==> src/sv/four_bit_palette_blitter_macros.svh <==
// ---------------------------------------------------------------------------
// four_bit_palette_blitter assertion macros
// Immediate-implication and next-cycle-implication property wrappers.
// ---------------------------------------------------------------------------
`ifndef FOUR_BIT_PALETTE_BLITTER_MACROS_SVH
`define FOUR_BIT_PALETTE_BLITTER_MACROS_SVH

`ifndef NO_ASSERTIONS
`define FBPB_ASSERT_IMPL(lbl, ante, cons) \
	lbl: assert property (@(posedge clk) disable iff (!arst_n) (ante) |-> (cons)) \
		else $error("fbpb assertion failed");
`define FBPB_ASSERT_NEXT(lbl, ante, cons) \
	lbl: assert property (@(posedge clk) disable iff (!arst_n) (ante) |=> (cons)) \
		else $error("fbpb assertion failed");
`else
`define FBPB_ASSERT_IMPL(lbl, ante, cons)
`define FBPB_ASSERT_NEXT(lbl, ante, cons)
`endif

`endif

==> src/sv/fbpb_pkg.sv <==
// ---------------------------------------------------------------------------
// fbpb_pkg
// Shared types and constants of the 4bpp palette blitter.
// ---------------------------------------------------------------------------
`default_nettype none

package fbpb_pkg;

	localparam int PALETTE_PAIRS  = 256;
	localparam int PAL_INDEX_BITS = $clog2(PALETTE_PAIRS);
	localparam int ADDRESS_BITS   = 24;
	localparam int DEST_ADDR_BITS = 24;
	localparam int LANES          = 4;
	localparam int PIXELS         = 2 * LANES;
	localparam int PIX_IDX_BITS   = $clog2(PIXELS);
	localparam int CFG_DATA_BITS  = 13;
	localparam int CFG_INDEX_BITS = 3;
	localparam int COL_BITS       = 9;
	localparam int ROW_BITS       = 12;
	localparam int PROD_BITS      = 25;

	localparam logic [7:0]              BYTE_MASK  = 8'hFF;
	localparam logic [PIX_IDX_BITS-1:0] LAST_PIXEL = 3'd7;
	localparam logic [COL_BITS:0]       MAX_GROUPS = 10'd512;
	localparam logic [ROW_BITS:0]       MAX_ROWS   = 13'd4096;

	typedef logic [ADDRESS_BITS-1:0] addr_t;

	typedef enum logic [1:0] {
		MODE_EXPAND        = 2'd0,
		MODE_EXPAND_NOMASK = 2'd1,
		MODE_COPY          = 2'd2,
		MODE_MASKED        = 2'd3
	} mode_t;

	typedef enum logic {
		CMD_PAL_WRITE = 1'b0,
		CMD_SOURCE    = 1'b1
	} cmd_t;

	typedef enum logic [CFG_INDEX_BITS-1:0] {
		REG_MODE        = 3'd0,
		REG_DEST_X      = 3'd1,
		REG_DEST_Y      = 3'd2,
		REG_DEST_PITCH  = 3'd3,
		REG_RECT_WIDTH  = 3'd4,
		REG_RECT_HEIGHT = 3'd5
	} reg_idx_t;

	typedef struct packed {
		mode_t       mode;
		logic [11:0] dest_x;
		logic [11:0] dest_y;
		logic [12:0] dest_pitch;
		logic [12:0] rect_width;
		logic [12:0] rect_height;
	} cfg_t;

	typedef struct packed {
		logic                first;
		logic                wrap;
		logic                rend;
		logic                expand;
		logic [COL_BITS-1:0] col;
	} pos_t;

	typedef struct packed {
		addr_t       addr;
		logic        expand;
		logic        rend;
		logic [31:0] word;
	} item_t;

	function automatic logic is_expand(mode_t m);
		return (m == MODE_EXPAND) || (m == MODE_EXPAND_NOMASK);
	endfunction

endpackage

`default_nettype wire

==> src/sv/fbpb_merge.sv <==
// ---------------------------------------------------------------------------
// fbpb_merge
// Output buffer: gathers the lane pixels of one item and sends them out one
// result per cycle while out_ready is high.
// ---------------------------------------------------------------------------
`default_nettype none

module fbpb_merge (
	input  wire logic                          clk,
	input  wire logic                          arst_n,
	input  wire logic                          load,
	input  wire fbpb_pkg::item_t               item,
	input  wire logic [fbpb_pkg::PIXELS-1:0][31:0] pix,
	output logic                               buf_free,
	output logic                               out_valid,
	input  wire logic                          out_ready,
	output logic [fbpb_pkg::DEST_ADDR_BITS-1:0] dest_address,
	output logic [31:0]                        dest_data,
	output logic                               last,
	output logic                               rect_end
);
	import fbpb_pkg::*;

	logic                         valid_q;
	logic [PIX_IDX_BITS-1:0]      idx_q;
	item_t                        item_q;
	logic [PIXELS-1:0][31:0]      pix_q;
	logic                         last_elem;

	assign last_elem = !item_q.expand || (idx_q == LAST_PIXEL);
	assign buf_free  = !valid_q || (out_ready && last_elem);

	always_ff @(posedge clk or negedge arst_n) begin
		if (!arst_n) begin
			valid_q <= 1'b0;
			idx_q   <= '0;
		end else if (load) begin
			valid_q <= 1'b1;
			idx_q   <= '0;
		end else if (valid_q && out_ready) begin
			if (last_elem) begin
				valid_q <= 1'b0;
			end else begin
				idx_q <= idx_q + 1'b1;
			end
		end
	end

	always_ff @(posedge clk) begin
		if (load) begin
			item_q <= item;
			pix_q  <= pix;
		end
	end

	always_comb begin
		out_valid = valid_q;
		if (item_q.expand) begin
			dest_address = DEST_ADDR_BITS'(item_q.addr + addr_t'(idx_q));
			dest_data    = pix_q[idx_q];
		end else begin
			dest_address = DEST_ADDR_BITS'(item_q.addr);
			dest_data    = item_q.word;
		end
		last     = last_elem;
		rect_end = last_elem && item_q.rend;
	end

endmodule

`default_nettype wire

==> config.mk <==
export PLATFORM = sky130hd
export DESIGN_NAME = fbpb_merge
export DESIGN_NICKNAME = d
export VERILOG_FILES = /design/src/sv/four_bit_palette_blitter_macros.svh /design/src/sv/fbpb_pkg.sv /design/src/sv/fbpb_merge.sv
export SDC_FILE = /design/constraint.sdc
export NUM_CORES = 1
export LEC_CHECK = 0
export BUFFER_PORTS_ARGS = -buffer_cell sky130_fd_sc_hd__buf_4
export CORE_MARGIN = 2
export CORE_UTILIZATION = 50
export CTS_CLUSTER_SIZE = 16
export DETAILED_ROUTE_END_ITERATION = 10
export PLACE_DENSITY = 0.84
export SLEW_MARGIN = 20
export SYNTH_ARGS = -nofsm -noshare
export SYNTH_HDL_FRONTEND = slang
export SYNTH_SLANG_ARGS = --single-unit
==> constraint.sdc <==
create_clock -name clk -period 2.3 [get_ports clk]
set_input_delay 0.46 -clock clk [delete_from_list [all_inputs] [get_ports clk]]
set_output_delay 0.46 -clock clk [all_outputs]
set_load 0.005 [all_outputs]
==> metrics.md <==
| Metric | Value |
|---|---|
| Clk Latency, worst-skew pair | `between 500 and 600 ps` |
| Worst Tran Pin Value | `between 600 and 700 ps` |
| Peak Freq | `around 350 MHz` |
| # setup viols final | `58` |
| Die H | `162 um` |
| Hold WC Path Type | `input pin to flip-flop` |
| Internal power | `approximately 0.011 W` |
| Input/output buffers | `377` |
| Total core area | `around 24,000 um2` |
| Overall routing resource usage | `around a quarter` |
| Seq pwr share | `50.9%` |
| Sequential fraction of the synthesis area | `between 70% and 80%` |
| Ys Warns | `0` |
| Max cap viols | `0` |
| Power density over cell area | `roughly 800 nW/um2` |
| Synth cell types | `31` |
| CP Class | `flip-flop to primary output` |
| Final cell count without fillers | `between 1,000 and 1,500` |
| Logic pwr share | `11.1%` |
| RSZ-0062 raised after global routing | `true` |
| CP startpoint kind | `flip-flop` |
| Vias | `between 7,000 and 8,000` |
| Routed vias/inst | `about 5.4` |
| Clock share of power | `38.0%` |
| Total die area | `roughly 26,000 um2` |
| Routed wire length | `31,400 um` |
| Post-Route Setup TNS | `-23,930 ps` |
| WL per Instance | `about 23 um` |
| DRT Pass-1 Iters | `7` |
| Post-synthesis cell count | `approximately 600` |
| Ratio of cells with drive above 1 in the final layout | `between 50% and 60%` |
| Pleak | `roughly 6.6 nW` |
| Initial antenna violation count | `0` |
| Nets | `around 1,400` |
| Cell Area, Synth | `around 12,000 um2` |
| P_sw | `0.00290 W` |
| Syn_nets | `a little over 900` |
| # clock sinks | `around 320` |
| Post-synthesis register bit count | `318` |
| I/O pins | `between 300 and 400` |
| Final period util | `125%` |
| Setup Skew | `around 21 ps` |
| Failing checks | `negative setup slack` |
| Status | `finished with violations` |
| # diodes | `0` |
| Final WS setup | `-575 ps` |
| Clock H-tree levels | `2` |
| Rel. slew slack | `between 50% and 60%` |
| Slew Viols, Final | `0` |
| Fillers | `between 1,000 and 1,500` |
| Cell Rows | `57` |
| Crit path time final | `2880 ps` |
| Detail Route Antenna Nets | `0` |
| Clock Tree Root | `clkbuf_16` |
| Worst-path maximum fanout | `6` |
| Place WS | `-172 ps` |
| Post-route DRC | `0` |
| Global placement routability congestion | `about 0.84` |
| First-pass GRT wire length | `approximately 46,000 um` |
| CTS Buffer Depth | `3` |
| TritonCTS Buffers | `35` |
| Worst endpoint required time | `1840 ps` |
| Worst-path clk slew | `around 60 ps` |
| Switch share | `a little over a fifth` |
| Syn_area_per_cell | `approximately 21 um2` |
| Worst EP arrival | `roughly 2400 ps` |
| Die width | `about 160 um` |
| DPL Wire Length | `approximately 21,000 um` |
| Largest net degree at the start of global routing | `70` |
| CTS tree | `done` |
| Initial DRC Count | `between 600 and 700` |
| Number of global-route vias before repair | `around 8,000` |
| Initial Util | `just over 50%` |
| Overflow after GRT | `0` |
| Critical path endpoint category | `primary output` |
| Cells after DPL | `1,303` |
| Peak supply drop | `between 600 and 700 uV` |
| Area growth, synth to finish | `39.7%` |
| Hold Vio Cnt, Final | `0` |
-- flip-flops by register name, indices dropped and copies added (netlist names) --
name	flops
pix_q	256
item_q	58
idx_q	3
out_valid	1
-- synthesized netlist by cell type, drive strengths merged --
library cell	n	area share, %
clkbuf	8	0.24
nor3	1	0.040
nor4b	1	0.19
xor2	3	0.21
and4	1	0.091
mux2i	34	2.7
o21ai	1	0.040
nand3	5	0.20
mux2	2	0.18
nor2	39	1.2
and3	6	0.32
nand2	10	0.30
fa	1	0.16
nand4b	1	0.071
and2	1	0.050
nand2b	2	0.10
mux4	64	12
dfrtp	4	0.81
a21oi	34	1.4
a211oi	1	0.061
nand4	12	0.61
inv	2	0.061
edfxtp	314	76
buf	21	1.4
ha	5	0.50
xnor2	20	1.4
nor4	1	0.050
-- worst max-delay path, cell delays in order (launching register included) --
cell	delay [ps]
dfrtp_4	500
ha_1	380
a211oi_4	400
nor2_4	120
and3_2	250
xor2_1	140
buf_4	140
-- what timing repair did --
action / in CTS / in global routing
hold buffers: 1 / 0
buffers inserted: 12 / 6
endpoints found under the hold margin: 4 / 0
endpoints found under the setup margin: 59 / 59
gates resized for setup: 29 / 17
cloned: 4 / 1
pin swaps: 21 / 14
-- cells in the final DEF (no fill, tap or decap), types with 12 or more instances in the layout --
cell type and n:
a21oi_1 32, buf_12 14, buf_4 404, clkbuf_1 12, clkbuf_16 36, edfxtp_1 314
mux2i_1 30, mux4_2 64, nand4_1 12, nor2_1 38, xnor2_1 20
-- stage by stage --
stage	utilization, %	hold WS, ps	cell area (um2)	total power, W
2_1_floorplan	-	164	12400	0.00763
3_3_place_gp	65.2	269	15900	0.00851
3_5_place_dp	65.2	274	15900	0.00858
4_1_cts	71.1	103	17300	0.0139
5_1_grt	71.3	102	17300	0.0143
6_report	71.3	121	17300	0.0138
-- metal layers --
metal,GRT usage [%],vias to the layer above,share of wire (%)
met3,5.26,60,7.3
met4,8.69,0,3.2
met2,41.4,379,52
li1,-,3307,-
met5,0,-,0
met1,29.2,3743,37
-- final timing paths --
path | cells after the start | endpoint | start | slack (ps)
setup reg to reg | 7 | idx_q[2] | idx_q[0] | 250
hold / removal | 1 | pix_q[121] | pix[121] | 120
min in group asynchronous | 2 | out_valid | arst_n | 300
hold reg to reg | 2 | out_valid | out_valid | 660
setup / recovery | 6 | dest_address[5] | idx_q[1] | -580
max in group asynchronous | 2 | idx_q[2] | arst_n | 1850
-- power groups by stage --
stage | sequential [W] | clock (W) | combinational [W]
6_report | 0.00704 | 0.00526 | 0.00154
5_1_grt | 0.00707 | 0.00559 | 0.00163
4_1_cts | 0.00704 | 0.00535 | 0.00153
3_5_place_dp | 0.00715 | 0 | 0.00143
3_3_place_gp | 0.00711 | 0 | 0.00139
2_1_floorplan | 0.00709 | 0 | 0.000539
-- area by class of cell --
| type | count | area [um2] | area share (%) |
|---|---|---|---|
| inverter | 2 | 7.51 | 0.0433 |
| clock buffer | 48 | 946 | 5.46 |
| timing repair buffer | 433 | 3540 | 20.4 |
| sequential | 318 | 9540 | 55.0 |
| multi-input combinational | 246 | 2760 | 15.9 |
| tap | 324 | 405 | 2.34 |
| clock inverter | 14 | 135 | 0.780 |
-- logic make-up (layout without fill, tap and decap cells) --
family                     after synthesis  after routing  share of synthesized area [%]
buffers and inverters                   31            497                           1.67
DFF                                    318            318                           76.8
AOI/OAI and AO/OA                       36             36                           1.47
muxes                                  100            100                           14.5
adders and majority gates                6              6                          0.666
xor gates and xnor gates                23             23                           1.62
and+or+nand+nor                         80             81                           3.21
No activity file was read; power rests on OpenSTA's default activity.
