===== config.mk =====
export PLATFORM = sky130hd
export DESIGN_NAME = fbpb_walk
export DESIGN_NICKNAME = d
export VERILOG_FILES = /design/src/sv/four_bit_palette_blitter_macros.svh /design/src/sv/fbpb_pkg.sv /design/src/sv/fbpb_walk.sv
export SDC_FILE = /design/constraint.sdc
export NUM_CORES = 1
export LEC_CHECK = 0
export BUFFER_PORTS_ARGS = -buffer_cell sky130_fd_sc_hd__buf_4
export CAP_MARGIN = 40
export CORE_ASPECT_RATIO = 1.4
export CORE_MARGIN = 8
export CORE_UTILIZATION = 40
export CTS_CLUSTER_SIZE = 30
export DETAILED_ROUTE_END_ITERATION = 10
export HOLD_SLACK_MARGIN = 0.15
export PLACE_DENSITY = 0.59
export RECOVER_POWER = 50
export SLEW_MARGIN = 20
export SYNTH_ARGS = -nofsm -noshare
export SYNTH_HDL_FRONTEND = slang
export SYNTH_SLANG_ARGS = --single-unit

===== constraint.sdc =====
create_clock -name clk -period 8.85 [get_ports clk]
set_clock_uncertainty 0.15 [all_clocks]
set_input_delay 1.77 -clock clk [delete_from_list [all_inputs] [get_ports clk]]
set_output_delay 1.77 -clock clk [all_outputs]
set_load 0.005 [all_outputs]

===== src/sv/four_bit_palette_blitter_macros.svh =====
// ---------------------------------------------------------------------------
// four_bit_palette_blitter assertion macros
// Immediate-implication and next-cycle-implication property wrappers.
// ---------------------------------------------------------------------------
`ifndef FOUR_BIT_PALETTE_BLITTER_MACROS_SVH
`define FOUR_BIT_PALETTE_BLITTER_MACROS_SVH

`ifndef NO_ASSERTIONS
`define FBPB_ASSERT_IMPL(lbl, ante, cons) \
	lbl: assert property (@(posedge clk) disable iff (!arst_n) (ante) |-> (cons)) \
		else $error("fbpb assertion failed");
`define FBPB_ASSERT_NEXT(lbl, ante, cons) \
	lbl: assert property (@(posedge clk) disable iff (!arst_n) (ante) |=> (cons)) \
		else $error("fbpb assertion failed");
`else
`define FBPB_ASSERT_IMPL(lbl, ante, cons)
`define FBPB_ASSERT_NEXT(lbl, ante, cons)
`endif

`endif


===== src/sv/fbpb_pkg.sv =====
// ---------------------------------------------------------------------------
// fbpb_pkg
// Shared types and constants of the 4bpp palette blitter.
// ---------------------------------------------------------------------------
`default_nettype none

package fbpb_pkg;

	localparam int PALETTE_PAIRS  = 256;
	localparam int PAL_INDEX_BITS = $clog2(PALETTE_PAIRS);
	localparam int ADDRESS_BITS   = 24;
	localparam int DEST_ADDR_BITS = 24;
	localparam int LANES          = 4;
	localparam int PIXELS         = 2 * LANES;
	localparam int PIX_IDX_BITS   = $clog2(PIXELS);
	localparam int CFG_DATA_BITS  = 13;
	localparam int CFG_INDEX_BITS = 3;
	localparam int COL_BITS       = 9;
	localparam int ROW_BITS       = 12;
	localparam int PROD_BITS      = 25;

	localparam logic [7:0]              BYTE_MASK  = 8'hFF;
	localparam logic [PIX_IDX_BITS-1:0] LAST_PIXEL = 3'd7;
	localparam logic [COL_BITS:0]       MAX_GROUPS = 10'd512;
	localparam logic [ROW_BITS:0]       MAX_ROWS   = 13'd4096;

	typedef logic [ADDRESS_BITS-1:0] addr_t;

	typedef enum logic [1:0] {
		MODE_EXPAND        = 2'd0,
		MODE_EXPAND_NOMASK = 2'd1,
		MODE_COPY          = 2'd2,
		MODE_MASKED        = 2'd3
	} mode_t;

	typedef enum logic {
		CMD_PAL_WRITE = 1'b0,
		CMD_SOURCE    = 1'b1
	} cmd_t;

	typedef enum logic [CFG_INDEX_BITS-1:0] {
		REG_MODE        = 3'd0,
		REG_DEST_X      = 3'd1,
		REG_DEST_Y      = 3'd2,
		REG_DEST_PITCH  = 3'd3,
		REG_RECT_WIDTH  = 3'd4,
		REG_RECT_HEIGHT = 3'd5
	} reg_idx_t;

	typedef struct packed {
		mode_t       mode;
		logic [11:0] dest_x;
		logic [11:0] dest_y;
		logic [12:0] dest_pitch;
		logic [12:0] rect_width;
		logic [12:0] rect_height;
	} cfg_t;

	typedef struct packed {
		logic                first;
		logic                wrap;
		logic                rend;
		logic                expand;
		logic [COL_BITS-1:0] col;
	} pos_t;

	typedef struct packed {
		addr_t       addr;
		logic        expand;
		logic        rend;
		logic [31:0] word;
	} item_t;

	function automatic logic is_expand(mode_t m);
		return (m == MODE_EXPAND) || (m == MODE_EXPAND_NOMASK);
	endfunction

endpackage

`default_nettype wire


===== src/sv/fbpb_walk.sv =====
// ---------------------------------------------------------------------------
// fbpb_walk
// Rectangle walker: group/row counters at accept, row base and word address
// for the item in stage 1.
// ---------------------------------------------------------------------------
`default_nettype none

module fbpb_walk (
	input  wire logic            clk,
	input  wire logic            arst_n,
	input  wire fbpb_pkg::cfg_t  cfg,
	input  wire logic            step,
	output fbpb_pkg::pos_t       pos,
	input  wire logic            commit,
	input  wire fbpb_pkg::pos_t  pos_s1,
	output fbpb_pkg::addr_t      addr0
);
	import fbpb_pkg::*;

	logic [COL_BITS-1:0]  col_q;
	logic [ROW_BITS-1:0]  row_q;
	addr_t                row_base_q;
	logic [PROD_BITS-1:0] prod_q;

	logic [COL_BITS:0]    groups_raw, groups, col_inc;
	logic [ROW_BITS:0]    rows, row_inc;
	logic                 wrap, last_row;
	logic [PROD_BITS-1:0] sum4;
	addr_t                start, base, offset, step_amt, rb_next;

	always_comb begin
		groups_raw = cfg.rect_width[12:3];
		if (groups_raw == '0) begin
			groups = 10'd1;
		end else if (groups_raw > MAX_GROUPS) begin
			groups = MAX_GROUPS;
		end else begin
			groups = groups_raw;
		end
		if (cfg.rect_height == '0) begin
			rows = 13'd1;
		end else if (cfg.rect_height > MAX_ROWS) begin
			rows = MAX_ROWS;
		end else begin
			rows = cfg.rect_height;
		end
		col_inc    = {1'b0, col_q} + 10'd1;
		row_inc    = {1'b0, row_q} + 13'd1;
		wrap       = col_inc >= groups;
		last_row   = row_inc >= rows;
		pos.first  = (col_q == '0) && (row_q == '0);
		pos.wrap   = wrap;
		pos.rend   = wrap && last_row;
		pos.expand = is_expand(cfg.mode);
		pos.col    = col_q;
	end

	always_ff @(posedge clk or negedge arst_n) begin
		if (!arst_n) begin
			col_q <= '0;
			row_q <= '0;
		end else if (step) begin
			col_q <= wrap ? '0 : col_inc[COL_BITS-1:0];
			if (wrap) begin
				row_q <= last_row ? '0 : row_inc[ROW_BITS-1:0];
			end
		end
	end

	always_ff @(posedge clk) begin
		prod_q <= PROD_BITS'(cfg.dest_y) * PROD_BITS'(cfg.dest_pitch);
	end

	always_comb begin
		sum4 = PROD_BITS'(prod_q[PROD_BITS-1:1]) + PROD_BITS'(cfg.dest_x[11:1]);
		if (pos_s1.expand) begin
			start    = addr_t'(prod_q + PROD_BITS'(cfg.dest_x));
			offset   = addr_t'({pos_s1.col, 3'b000});
			step_amt = addr_t'(cfg.dest_pitch);
		end else begin
			start    = addr_t'(sum4 >> 2);
			offset   = addr_t'(pos_s1.col);
			step_amt = addr_t'(cfg.dest_pitch >> 3);
		end
		base    = pos_s1.first ? start : row_base_q;
		addr0   = addr_t'(base + offset);
		rb_next = pos_s1.wrap ? addr_t'(base + step_amt) : base;
	end

	always_ff @(posedge clk or negedge arst_n) begin
		if (!arst_n) begin
			row_base_q <= '0;
		end else if (commit) begin
			row_base_q <= rb_next;
		end
	end

endmodule

`default_nettype wire


==> qor.yml <==
status: "complete, but fails checks"
violations: "max-capacitance violations, max-slew violations"
maxCapViolCount: 1
rows: 75
hold_viol_final: 0
yosysWarningCount: 0
grt_max_degree: 46
dp_hpwl_um: 27450
timing.final.max_slew_violations: 46
grt_pass1_vias: 11160
cts_buffer_depth: 2
async_flop_share_pct: 64.29
synth-seq-cells: 70
wl_per_cell_um: 17.22
portBuffers: 113
synthFlopType: "dfrtp_1"
ys_seq_area_share_pct: 13.39
h-tree-depth: 3
cp-start-kind: "input port"
dieWidth_um: 163.3
ir_drop_uv: 140.2
synth_top_area_cell: "fa_1"
setup_viol: 0
antenna_found_initial: 0
cp-end-kind: "primary output"
max_freq_mhz: 121.3
cts_resized: 0
syn_nets: 1821
slowest_stage: "a211oi_1"
hold_end: "row_base_q[18]"
pin_count: 119
vias_per_cell: 5.436
reg2reg_to: "row_base_q[18]"
vias: 10630
path_cells: "clkbuf_4 -> ha_1 -> a211oi_1 -> o21ai_0 -> a21oi_1 -> o21bai_1 -> xor2_1 -> mux2i_1 -> a21oi_1 -> ha_1 -> a21o_1 -> a2111oi_0 -> o211ai_1 -> a41oi_1 -> nor2_1 -> o21ai_0 -> nor4_1 -> buf_4 -> nand2_1 -> xor2_1 -> buf_4"
synth_edf_count: 0
synthTopCellsByCount: "nand2_1, inv_1, ha_1, fa_1, nor2_1"
max_slew_margin_pct: -84.90
n_antenna_cell: 0
min_from: "row_base_q[18]"
rsz0062_at_grt: "false"
cts_root_buffer: "clkbuf_16"
yosys.cell_types.count: 78
r2r_setup_slack_ps: 3730
yosys.area.top_type_share_pct: 18.62
cts_hold_buf: 0
hold_class: "flop to flop"
timing.rr.start: "prod_q[2]"
dp_slack_ps: 559.6
fin_tns_setup_ps: 0
dieArea_um2: 36280
drc: 0
worstPathArrival_ps: 6320
synthTopCellsByArea: "fa_1, ha_1, dfrtp_1"
final_layout_size_suffix_gt1_share_pct: 11.02
initialDrtViolationCount: 476
p_per_area_nw_per_um2: 320.4
layout.nets: 1887
die_h_um: 222.2
core_area_um2: 29940
critical-path-max-stage-delay_ps: 460
totalWireLength_um: 33670
initial_core_util_pct: 40.58
path_clk_slew_ps: 60
cts_buffers: 9
setup_ws_ps: 605.0
cts_sinks: 70
yosysMostFrequentCell: "nand2_1"
cts_tree: "done"
postCtsSetupBuffers: 0
first_pass_iters: 7
place.gp.congestion: 0.8896
fillers: 3043
grtUsageTotal_pct: 18.71
p_leak_nw: 6.449
tightestPinTransition_ps: 2773
syn_avg_cell_area_um2: 8.104
netlist_area_um2: 12150
critPathMaxFanout: 5
ant_nets: 0
multiInputGateArea_um2: 9540
grt_first_pass_wirelength_um: 55390
criticalPathCategory: "input port to primary output"
reg2regPathDepth: 17
min_period_over_period_pct: 93.16
worstSkewPairLatency_ps: 350
min_period_ps: 8245
area_growth_pct: 11.43
whs_path_depth: 1
overflow: 0
critPathRequiredTime_ps: 6930
syn_inst: 1499
seq_area_um2: 1627
[routing by layer]
| metal | global-route usage [%] | vias to the layer above | routed length [µm] |
|---|---|---|---|
| li1 | - | 5203 | - |
| met1 | 20.41 | 5170 | 13580 |
| met2 | 35.54 | 201 | 17970 |
| met3 | 1.665 | 54 | 939 |
| met4 | 8.101 | 0 | 1181 |
| met5 | 0 | - | 0 |
[critical path, delay by kind of cell]
family	cells	cell delay, ps
AO/OA/AOI/OAI	10	2590
adder cells (fa/ha/maj)	2	640
buffers and inverters	3	460
XOR/XNOR	2	310
multiplexers	1	300
AND/OR/NAND/NOR	3	250
[power breakdown]
group | internal [mW] | total, mW | leakage [nW] | switching, mW
Combinational | 1.47 | 3.36 | 5.56 | 1.89
Clock | 0.203 | 0.344 | 0.136 | 0.141
Sequential | 0.480 | 0.636 | 0.754 | 0.156
Total | 2.15 | 4.34 | 6.45 | 2.19
[logic make-up after synthesis]
| family | synth area share [%] |
|---|---|
| xor+xnor | 6.417 |
| flops | 13.39 |
| simple gates | 20.57 |
| mux | 3.677 |
| compound gates | 16.11 |
| buf+inv | 8.137 |
| fa+ha+maj | 31.70 |
[flip-flops by register name (all words and copies together) (netlist names)]
name,cells
prod_q,25
row_base_q,24
row_q,12
col_q,9
[through the flow]
| step | std cells | hold WS [ps] | util [%] | total power [mW] | cell area [µm²] |
|---|---|---|---|---|---|
| after floorplan | 1499 | 299.2 | - | 3.063 | 12150 |
| after global placement | 1939 | 318.2 | 44.37 | 3.978 | 13280 |
| after detailed placement | 1939 | 327.8 | 44.37 | 4.025 | 13280 |
| after CTS | 1955 | 348.6 | 45.30 | 4.390 | 13560 |
| after global routing | 1955 | 375.8 | 45.22 | 4.808 | 13540 |
| final | 1955 | 345.3 | 45.22 | 4.337 | 13540 |
[how the worst max path moves through the flow]
stage | slack [ps] | depth (start not counted) | start | end
floorplan | 1520 | 17 | cfg[53] | addr0[21]
global placement | 580 | 21 | cfg[53] | addr0[20]
detailed placement | 560 | 21 | cfg[53] | addr0[20]
CTS | 570 | 22 | cfg[57] | addr0[20]
global route | 330 | 21 | cfg[53] | addr0[20]
finish | 610 | 21 | cfg[53] | addr0[20]
[cells in the final DEF, fill, tap and decap left out, types with 25 or more instances in the layout]
cell	Yosys	routed
a21oi_1	74	74
xnor2_1	59	59
buf_4	2	108
nor2_1	80	80
nand2_1	198	198
fa_1	113	113
ha_1	127	127
dfxtp_1	25	25
o21ai_0	45	45
dfrtp_1	45	45
inv_1	187	187
xor2_1	30	30
and2_1	65	64
nor3_1	27	27
nand3_1	29	29
[area by class of cell]
type,instances,area share (%)
Timing Repair Buffer,123,6.655
Clock buffer,12,1.895
Inverter,189,5.241
Clock inverter,4,0.1571
Sequential cell,70,12.02
Multi-Input combinational cell,1172,70.48
Tap cell,385,3.559
(Power assumes the default switching activity.)
